==> src/rtl/core/spq_pkg.sv <==
// Shared types and codes of the stable priority queue.
package spq_pkg;

    typedef enum logic [2:0] {
        STAT_INSERTED = 3'd0,
        STAT_REMOVED  = 3'd1,
        STAT_UNDERFLOW = 3'd2,
        STAT_OVERFLOW = 3'd3,
        STAT_REJECTED = 3'd4
    } status_t;

    typedef enum logic {
        CMD_INSERT = 1'b0,
        CMD_REMOVE = 1'b1
    } command_t;

    typedef enum logic {
        ST_IDLE,
        ST_READ
    } state_t;

endpackage

==> src/rtl/core/stable_priority_queue.sv <==
// Top level of the stable priority queue: level FIFOs held in one RAM.
//
// Usage. Requests arrive on the in_valid / in_ready channel. A request with
// command insert stores entry_value under entry_priority (valid 1 to
// PRIORITY_LEVELS); a request with command remove takes out the entry of
// the highest priority, the oldest one first among equal priorities.
// Every request gives exactly one result on out_valid / out_ready: status,
// removed_value, removed_priority (both zero unless an entry was removed)
// and occupancy, the number of entries held after the request.
//
// Latency and throughput. An insert, and any request that is rejected or
// reports overflow or underflow, is answered in the cycle after it is
// accepted; while the receiver takes each result, the next request may
// follow at once: one request per cycle. A successful remove reads the
// shared RAM, whose read is registered, so its result is loaded in the
// read state, and no new request is accepted until it is back in idle.
//
// Reset clears all level counters and pointers, so the queue starts empty;
// the RAM contents need no clearing. When the receiver stalls, the result
// is held in the output register and in_ready stays low until it is taken
// or is being taken in the same cycle.
module stable_priority_queue
    import spq_pkg::*;
#(
    parameter int CAPACITY        = 16,
    parameter int PRIORITY_LEVELS = 5
) (
    input  logic        clk,
    input  logic        rst_n,
    input  logic        in_valid,
    output logic        in_ready,
    input  logic        command,
    input  logic [31:0] entry_value,
    input  logic [2:0]  entry_priority,
    output logic        out_valid,
    input  logic        out_ready,
    output logic [2:0]  status,
    output logic [31:0] removed_value,
    output logic [2:0]  removed_priority,
    output logic [4:0]  occupancy
);

    localparam int PTR_W = $clog2(CAPACITY);
    localparam int LVL_W = $clog2(PRIORITY_LEVELS);
    localparam int CNT_W = $clog2(CAPACITY + 1);
    localparam int ADDR_W = LVL_W + PTR_W;
    localparam int RAM_DEPTH = 2 ** ADDR_W;

    // Each priority level is a circular FIFO in its own region of the RAM.
    // Oldest-first within a level and highest level first across levels is
    // exactly the service order of the queue.
    logic [PTR_W-1:0] head_reg [PRIORITY_LEVELS];
    logic [PTR_W-1:0] head_next [PRIORITY_LEVELS];
    logic [PTR_W-1:0] tail_reg [PRIORITY_LEVELS];
    logic [PTR_W-1:0] tail_next [PRIORITY_LEVELS];
    logic [CNT_W-1:0] lvl_cnt_reg [PRIORITY_LEVELS];
    logic [CNT_W-1:0] lvl_cnt_next [PRIORITY_LEVELS];

    logic [CNT_W-1:0] count_reg, count_next;
    logic [LVL_W-1:0] best_lvl_reg, best_lvl_next;
    state_t           state_reg, state_next;

    logic             out_valid_reg, out_valid_next;
    status_t          status_reg, status_next;
    logic [31:0]      rvalue_reg, rvalue_next;
    logic [2:0]       rprio_reg, rprio_next;
    logic [4:0]       occ_reg, occ_next;

    logic              ram_we;
    logic              ram_re;
    logic [ADDR_W-1:0] ram_waddr;
    logic [ADDR_W-1:0] ram_raddr;
    logic [31:0]       ram_rdata;

    logic             accept;
    logic             prio_bad;
    logic [LVL_W-1:0] ins_lvl;
    logic [LVL_W-1:0] best_lvl;

    spq_ram #(
        .WIDTH (32),
        .DEPTH (RAM_DEPTH)
    ) u_ram (
        .clk   (clk),
        .we    (ram_we),
        .waddr (ram_waddr),
        .wdata (entry_value),
        .re    (ram_re),
        .raddr (ram_raddr),
        .rdata (ram_rdata)
    );

    assign in_ready = (state_reg == ST_IDLE) && (!out_valid_reg || out_ready);
    assign accept   = in_valid && in_ready;

    // Priorities outside 1 .. PRIORITY_LEVELS are refused before the full check.
    assign prio_bad = (entry_priority == 3'd0) || (int'(entry_priority) > PRIORITY_LEVELS);
    assign ins_lvl  = LVL_W'(entry_priority - 3'd1);

    // Highest non-empty level; the later match overrides the earlier one.
    always_comb
    begin
        best_lvl = '0;
        for (int i = 0; i < PRIORITY_LEVELS; i++)
        begin
            if (lvl_cnt_reg[i] != '0)
            begin
                best_lvl = LVL_W'(i);
            end
        end
    end

    always_comb
    begin
        head_next      = head_reg;
        tail_next      = tail_reg;
        lvl_cnt_next   = lvl_cnt_reg;
        count_next     = count_reg;
        best_lvl_next  = best_lvl_reg;
        state_next     = state_reg;
        out_valid_next = out_valid_reg;
        status_next    = status_reg;
        rvalue_next    = rvalue_reg;
        rprio_next     = rprio_reg;
        occ_next       = occ_reg;
        ram_we         = 1'b0;
        ram_re         = 1'b0;
        ram_waddr      = {ins_lvl, tail_reg[ins_lvl]};
        ram_raddr      = {best_lvl, head_reg[best_lvl]};

        if (out_valid_reg && out_ready)
        begin
            out_valid_next = 1'b0;
        end

        unique case (state_reg)
            ST_IDLE:
            begin
                if (accept)
                begin
                    rvalue_next = '0;
                    rprio_next  = '0;
                    if (command == CMD_INSERT)
                    begin
                        out_valid_next = 1'b1;
                        occ_next       = 5'(count_reg);
                        if (prio_bad)
                        begin
                            status_next = STAT_REJECTED;
                        end
                        else if (int'(count_reg) == CAPACITY)
                        begin
                            status_next = STAT_OVERFLOW;
                        end
                        else
                        begin
                            ram_we               = 1'b1;
                            tail_next[ins_lvl]   = (tail_reg[ins_lvl] == PTR_W'(CAPACITY - 1))
                                                 ? '0 : tail_reg[ins_lvl] + 1'b1;
                            lvl_cnt_next[ins_lvl] = lvl_cnt_reg[ins_lvl] + 1'b1;
                            count_next           = count_reg + 1'b1;
                            status_next          = STAT_INSERTED;
                            occ_next             = 5'(count_reg + 1'b1);
                        end
                    end
                    else
                    begin
                        if (count_reg == '0)
                        begin
                            out_valid_next = 1'b1;
                            status_next    = STAT_UNDERFLOW;
                            occ_next       = '0;
                        end
                        else
                        begin
                            ram_re                 = 1'b1;
                            head_next[best_lvl]    = (head_reg[best_lvl] == PTR_W'(CAPACITY - 1))
                                                   ? '0 : head_reg[best_lvl] + 1'b1;
                            lvl_cnt_next[best_lvl] = lvl_cnt_reg[best_lvl] - 1'b1;
                            count_next             = count_reg - 1'b1;
                            best_lvl_next          = best_lvl;
                            state_next             = ST_READ;
                        end
                    end
                end
            end
            ST_READ:
            begin
                // The output register is empty here: acceptance required it.
                out_valid_next = 1'b1;
                status_next    = STAT_REMOVED;
                rvalue_next    = ram_rdata;
                rprio_next     = 3'(best_lvl_reg) + 3'd1;
                occ_next       = 5'(count_reg);
                state_next     = ST_IDLE;
            end
            default:
            begin
                state_next = ST_IDLE;
            end
        endcase
    end

    always_ff @(posedge clk or negedge rst_n)
    begin
        if (!rst_n)
        begin
            state_reg     <= ST_IDLE;
            count_reg     <= '0;
            out_valid_reg <= 1'b0;
            for (int i = 0; i < PRIORITY_LEVELS; i++)
            begin
                head_reg[i]    <= '0;
                tail_reg[i]    <= '0;
                lvl_cnt_reg[i] <= '0;
            end
        end
        else
        begin
            state_reg     <= state_next;
            count_reg     <= count_next;
            out_valid_reg <= out_valid_next;
            head_reg      <= head_next;
            tail_reg      <= tail_next;
            lvl_cnt_reg   <= lvl_cnt_next;
        end
    end

    always_ff @(posedge clk)
    begin
        best_lvl_reg <= best_lvl_next;
        status_reg   <= status_next;
        rvalue_reg   <= rvalue_next;
        rprio_reg    <= rprio_next;
        occ_reg      <= occ_next;
    end

    assign out_valid        = out_valid_reg;
    assign status           = status_reg;
    assign removed_value    = rvalue_reg;
    assign removed_priority = rprio_reg;
    assign occupancy        = occ_reg;

endmodule

==> src/rtl/core/spq_ram.sv <==
// Generic single-write, single-read synchronous RAM with a registered read.
module spq_ram #(
    parameter int WIDTH = 32,
    parameter int DEPTH = 16
) (
    input  logic                     clk,
    input  logic                     we,
    input  logic [$clog2(DEPTH)-1:0] waddr,
    input  logic [WIDTH-1:0]         wdata,
    input  logic                     re,
    input  logic [$clog2(DEPTH)-1:0] raddr,
    output logic [WIDTH-1:0]         rdata
);

    logic [WIDTH-1:0] mem [DEPTH];

    always_ff @(posedge clk)
    begin
        if (we)
        begin
            mem[waddr] <= wdata;
        end
        if (re)
        begin
            rdata <= mem[raddr];
        end
    end

endmodule

==> config.mk <==
export PLATFORM = sky130hd
export DESIGN_NAME = stable_priority_queue
export DESIGN_NICKNAME = d
export VERILOG_FILES = /design/src/rtl/core/spq_pkg.sv /design/src/rtl/core/stable_priority_queue.sv /design/src/rtl/core/spq_ram.sv
export SDC_FILE = /design/constraint.sdc
export NUM_CORES = 2
export LEC_CHECK = 0
export CAP_MARGIN = 0
export CELL_PAD_IN_SITES_DETAIL_PLACEMENT = 1
export CELL_PAD_IN_SITES_GLOBAL_PLACEMENT = 2
export CORE_ASPECT_RATIO = 1.1
export CORE_MARGIN = 4
export CORE_UTILIZATION = 45
export DETAILED_ROUTE_END_ITERATION = 10
export DONT_BUFFER_PORTS = 1
export HOLD_SLACK_MARGIN = 0.12
export PLACE_DENSITY = 0.73
export SLEW_MARGIN = 20
export SYNTH_ARGS = -nofsm -noshare
export SYNTH_HDL_FRONTEND = slang
export SYNTH_HIERARCHICAL = 1
export SYNTH_SLANG_ARGS = --single-unit
==> constraint.sdc <==
create_clock -name clk -period 4.8 [get_ports clk]
set_input_delay 0.48 -clock clk [delete_from_list [all_inputs] [get_ports clk]]
set_output_delay 0.48 -clock clk [all_outputs]
set_load 0.05 [all_outputs]
Word-level counts from Yosys, hierarchy flattened --
Memories as Yosys holds them, arrays and structs flattened. A register that Yosys moved wholly into a read port is not among the register bits. Cells that the tools add are included. Widths: inputs -> output; s select.
Operators by class: bitwise operators 7, magnitude comparators 5, reduce and logical (&&, ||, !) cells 19, equal/unequal tests 8, add/subtract/negate cells 8, multiplexer cells 69
Operators by type and width (count):
- $mux 25 | 4
- $mux 5 | 13
- $pmux 32 s2 | 1
- $bwmux 25 | 2
- $bwmux 20 | 2
- $mux 32 | 1
- $mux 4 | 8
- $bmux 5 s3 | 2
- $demux 5 s3 | 2
- $bmux 4 s3 | 2
- $demux 4 s3 | 2
- $mux 3 | 7
- $reduce_bool 5->1 | 4
- $mux 1 | 16
- $pmux 3 s2 | 2
- $add 5x1->5 const B | 2
- $pmux 5 s2 | 1
- $reduce_and 5->1 | 2
- $sub 5x1->5 const B | 2
- $add 4x1->4 const B | 2
- $eq 4x4->1 const B | 2
- $ge 4x4->1 const B | 2
- $lt 4x1->1 const B | 2
- $ne 2x2->1 const B | 4
- other kinds (17) | 29
Storage, ports and cells: input bits 40, memories kept 1, output and inout port bits 45, RAM bits 4096, register bits 118
Memories:
- u_ram.mem | words 128, bits a word 32, rd ports 1, clocked after Yosys merged registers in 1, wr ports 1, line spq_ram.sv:15 | logic [WIDTH-1:0] mem [DEPTH];

Logic depth before layout (Yosys ltp) --
depth in word-level cells 13, depth in mapped cells 17, gate-level depth less buffers 15

Cells and area by module --
The synthesis kept the hierarchy.
By module, submodules not included:
- spq_ram | times used 1, cells each 5990, area each 156596.4 sq um, seq. area each 123958.9 sq um
- stable_priority_queue | times used 1, cells each 611, area each 6195.9 sq um, seq. area each 3183.1 sq um

Worst setup path after synthesis --
Ideal clock, no wire load.
path kind input -> register, from in entry_priority[0], to mem u_ram.mem[78][0] (enable), buffers on the path 2, slack -1228 ps, data required time 4339 ps, stages on the path 12, arrival 5567 ps, cell sequence buf_2 clkbuf_1 inv_1 ha_1 xnor2_1 clkinv_1 nor2_1 a31oi_1 o21ai_0 nor2b_1 nand3_1 nor3_1
On the way: elaborated cells on any way between the ends 14
RTL lines:
- start: declaration | line stable_priority_queue.sv:34 | input logic [2:0] entry_priority,
- $sub 3x1->3 | line stable_priority_queue.sv:98 | assign ins_lvl = LVL_W'(entry_priority - 3'd1);
- net ins_lvl[0] | line stable_priority_queue.sv:77 | logic [LVL_W-1:0] ins_lvl;
- $not 3->4 (implied by the code) | line stable_priority_queue.sv:128 | ram_waddr = {ins_lvl, tail_reg[ins_lvl]};
- $bmux 4 s3 | line stable_priority_queue.sv:128
- $mux 4 (implied by the code) (2 in a row) | line stable_priority_queue.sv:128
- net ram_waddr[3] | line stable_priority_queue.sv:71 | logic [ADDR_W-1:0] ram_waddr;
- end: declaration | line spq_ram.sv:15
The timed path passes the listed nets, and every way through them passes these cells. The select of a mux whose other input is x is not followed.

Final worst setup path --
from reg lvl_cnt_reg[7] (netlist bit), to reg u_ram.rdata[12], read port of u_ram.mem, data pin
On the way: cells in the longest elaborated chain, start to end 7
RTL lines:
- start: declaration | line stable_priority_queue.sv:56 | logic [CNT_W-1:0] lvl_cnt_reg [PRIORITY_LEVELS];
- start signal: assignment | line stable_priority_queue.sv:225 | lvl_cnt_reg <= lvl_cnt_next;
- $reduce_bool 5->1 | line stable_priority_queue.sv:106 | if (lvl_cnt_reg[i] != '0)
- $mux 3 (2 in a row) | line stable_priority_queue.sv:106
- $not 3->4 (implied by the code) | line stable_priority_queue.sv:129 | ram_raddr = {best_lvl, head_reg[best_lvl]};
- $bmux 4 s3 | line stable_priority_queue.sv:129
- $mux 4 (implied by the code) (2 in a row) | line stable_priority_queue.sv:129
- net ram_raddr[0] | line stable_priority_queue.sv:72 | logic [ADDR_W-1:0] ram_raddr;
- end: declaration | line spq_ram.sv:12 | output logic [WIDTH-1:0] rdata
The timed path passes the listed nets, and every way through them passes these cells. The select of a mux whose other input is x is not followed. A chain may end at the register's enable or synchronous reset.

==> impl_metrics.yaml <==
pwr:
  p_seq_frac: 0.394
  sw_frac_of_total: 0.287
  power.switching_mw: 30.5
  combinational_power_share: 0.309
  irDropWorstVdd_mv: 0.337
  cellPowerDensity_nw_per_um2: 556
  intPower_mw: 75.6
  static_leakage_nw: 59.0
  power.share.clock: 0.297
layout:
  post_route_cells_drive_above_1_share: 0.367
  final_design_area_no_fill_um2: 191000
  largest-register: "u_ram/mem"
  filler_cell_count: 30432
  largest_reg_flops: 4096
  finish.cell_count_without_fillers: 12521
  nNetsFinal: 7437
  post_layout_util: 0.530
  area_growth_syn_to_layout_pct: 17.2
timing:
  final_max_slew_viol_count: 0
  final-setup-viol-count: 0
  timing_hold_violations_final: 0
  fin_crit_sh: 0.996
  postLayoutSetupSlackWorst_ns: 0.0182
  clock.fmax_mhz: 209
  worstMarginPinSlew_ns: 1.07
  setup_repair_after_global_routing_missed_its_margin: "true"
  slew-limit-headroom: 0.285
  finalClockSkew_ns: 0.0421
  timing.final.crit_period_ns: 4.78
worst_setup_path:
  crit_chain: "or4_4, nor4_4, o311a_1, or2_4, buf_12, buf_16, buf_12, buf_12, mux4_2, mux4_2, mux4_2, mux2_4"
  critical_path_depth: 12
  worst_setup_path_start_kind: "flip-flop"
  reg2regPathDepth: 12
  critPathTopFamily: "multiplexers"
  timing.critical_path.buf_inv: 4
  max_stage_delay_ns: 0.70
  timing.critical_path.to_type: "flip-flop"
  worst_path_cell_with_the_longest_stage_delay: "mux4_2"
  crit_arrival_ns: 5.46
  critPathKind: "reg -> reg"
  crit_required_ns: 5.48
  rrSetupSlack_ns: 0.02
  crit_path_max_fanout: 12
place:
  place_hpwl_um: 256000
  pre_cts_slack_ns: -0.446
  replace_congestion: 0.842
  buffer_ports.inserted: 0
  placed_cell_area_um2: 175000
  place_inst: 11575
detailed_routing:
  dr.pass1.iters: 5
  detail_route.drc_violations: 0
  drt-total-wl_um: 457000
  detail_route.iter0.violations: 11234
  avgRoutedWirePerCell_um: 36.5
  route.antenna.remaining_nets: 0
  vias_per_cell: 6.29
  detailroute.via_count: 78697
die:
  num_rows: 231
  initial_utilization: 0.452
  die_height_um: 639
  num_io_pins: 85
  floorplan.die.width_um: 581
  floorplan.core_area_um2: 360000
  die_area_um2: 371000
logic_synthesis:
  synth.largest_area_cell: "edfxtp_1"
  syn-num-nets: 6651
  ys_ff_latch: 4246
  synth_enable_flop_cells: 4174
  count_of_mapped_cells_out_of_synthesis: 6601
  netlist_top_cells_count: "edfxtp_1 (4174), mux4_2 (1348), clkbuf_1 (204)"
  synth.cell_area_um2: 163000
  most_used_standard_cell_by_instance_count_after_synthesis: "edfxtp_1"
  count_of_warnings_emitted_by_yosys: 6
  synth-main-ff-cell: "edfxtp_1"
  syn_area_per_cell_um2: 24.7
  synth_top_area_frac: 0.770
  post_synth_num_cell_types: 71
  synth.top_cells.by_area: "edfxtp_1 (77%), mux4_2 (19%), dfrtp_1 (1.1%)"
  synth_seq_area_share: 0.781
  async_reset_ff_frac: 0.0170
clock_tree:
  clk_path_buf_depth: 4
  clock_slew_seen_by_the_registers_of_the_worst_setup_and_hold_paths_ns: 0.06
  cts.root.buffer_cell: "clkbuf_16"
  cts.htree.levels: 5
  clkLatencyLatePin_ns: 0.94
  cts_made_buffers: 405
  clock_tree_from_tritoncts: "yes"
  cts.sink_count: 4246
global_routing:
  global_route.usage.total: 0.245
  first_global_vias: 81287
  grt.overflow.total: 0
  grt_antenna_before_repair: 58
  grt_start_max_net_pins: 129
  grt_pass1_wl_um: 642000
job:
  maxCapViolations: 0
status:
  run_status: "completed"
worst_hold_path:
  holdCritPathClass: "in -> reg"
  timing.hold.worst_path_depth: 3
[metal layers]
metal	share of wire	vias to the layer above	global-route usage
met1	0.39	43214	0.353
met5	0.00012	-	0
met3	0.099	634	0.0439
met2	0.48	4563	0.392
met4	0.028	8	0.0626
li1	-	30278	-
[layout make-up]
class	count	area (um2)	share of cell area
Sequential cell	4246	127000	0.666
Timing Repair Buffer	724	9400	0.0492
Tap cell	4776	5980	0.0313
Clock inverter	250	2350	0.0123
Inverter	25	96.3	0.000505
Multi-Input combinational cell	1985	35300	0.185
Clock buffer	486	10600	0.0553
Antenna cell	29	72.6	0.000380
[logic make-up after synthesis]
family | after synthesis | synth area share
AOI/OAI and AO/OA | 144 | 0.00600
xor gates and xnor gates | 12 | 0.000646
adders and majority gates | 10 | 0.000769
buffers and inverters | 370 | 0.00935
DFF | 4246 | 0.781
muxes | 1406 | 0.191
and+or+nand+nor | 413 | 0.0117
[through the flow]
step | total power, mW | TNS [ns] | hold WS [ns]
2_1_floorplan | 60.6 | -234.33 | 0.184
3_3_place_gp | 72.2 | -9.93 | 0.187
3_5_place_dp | 72.6 | -9.17 | 0.187
4_1_cts | 106 | -0.0101 | 0.124
5_1_grt | 110 | -0.0227 | 0.171
6_report | 106 | 0 | 0.196
[worst paths after layout]
path / to / start
max: u_ram/rdata[12] / lvl_cnt_reg[7]
min: status[2] / entry_priority[2]
max reg2reg: u_ram/rdata[12] / lvl_cnt_reg[7]
min reg2reg: head_reg[5] / head_reg[5]
max in group asynchronous: tail_reg[19] / rst_n
min in group asynchronous: count_reg[0] / rst_n
[power by group through the flow]
stage | Clock [mW] | Combinational, mW | Sequential, mW
after floorplan | 0 | 18.3 | 42.3
after global placement | 0 | 29.7 | 42.5
after detailed placement | 0 | 30.0 | 42.5
after CTS | 32.0 | 32.0 | 41.7
after global routing | 33.7 | 34.2 | 41.8
final | 31.5 | 32.8 | 41.8
[layout by cell type (no fill, tap or decap), types with 38 or more instances in the layout]
cell type and instances:
edfxtp_1 4174, mux4_2 1348, clkbuf_16 416, buf_4 397, buf_12 184, nor2_4 123, nand2_1 99, clkinv_1 91
clkinv_2 84, clkbuf_1 73, dfrtp_1 71, buf_16 57, mux2_2 46, o21ai_0 43, bufinv_16 41, dlygate4sd3_1 38
[repair_timing]
action	in CTS	in global routing
hold buffers	73	0
endpoints found under the hold margin	4231	0
resized for setup	66	35
gates cloned	11	7
pin swaps	5	5
endpoints found under the setup margin	32	30
setup buffers	29	68
[tightest hold or removal path: stages]
cell and delay, ns:
inv_1 0.06, o31a_1 0.30, nor3_1 0.08
Power figures use the tool's default switching activity.
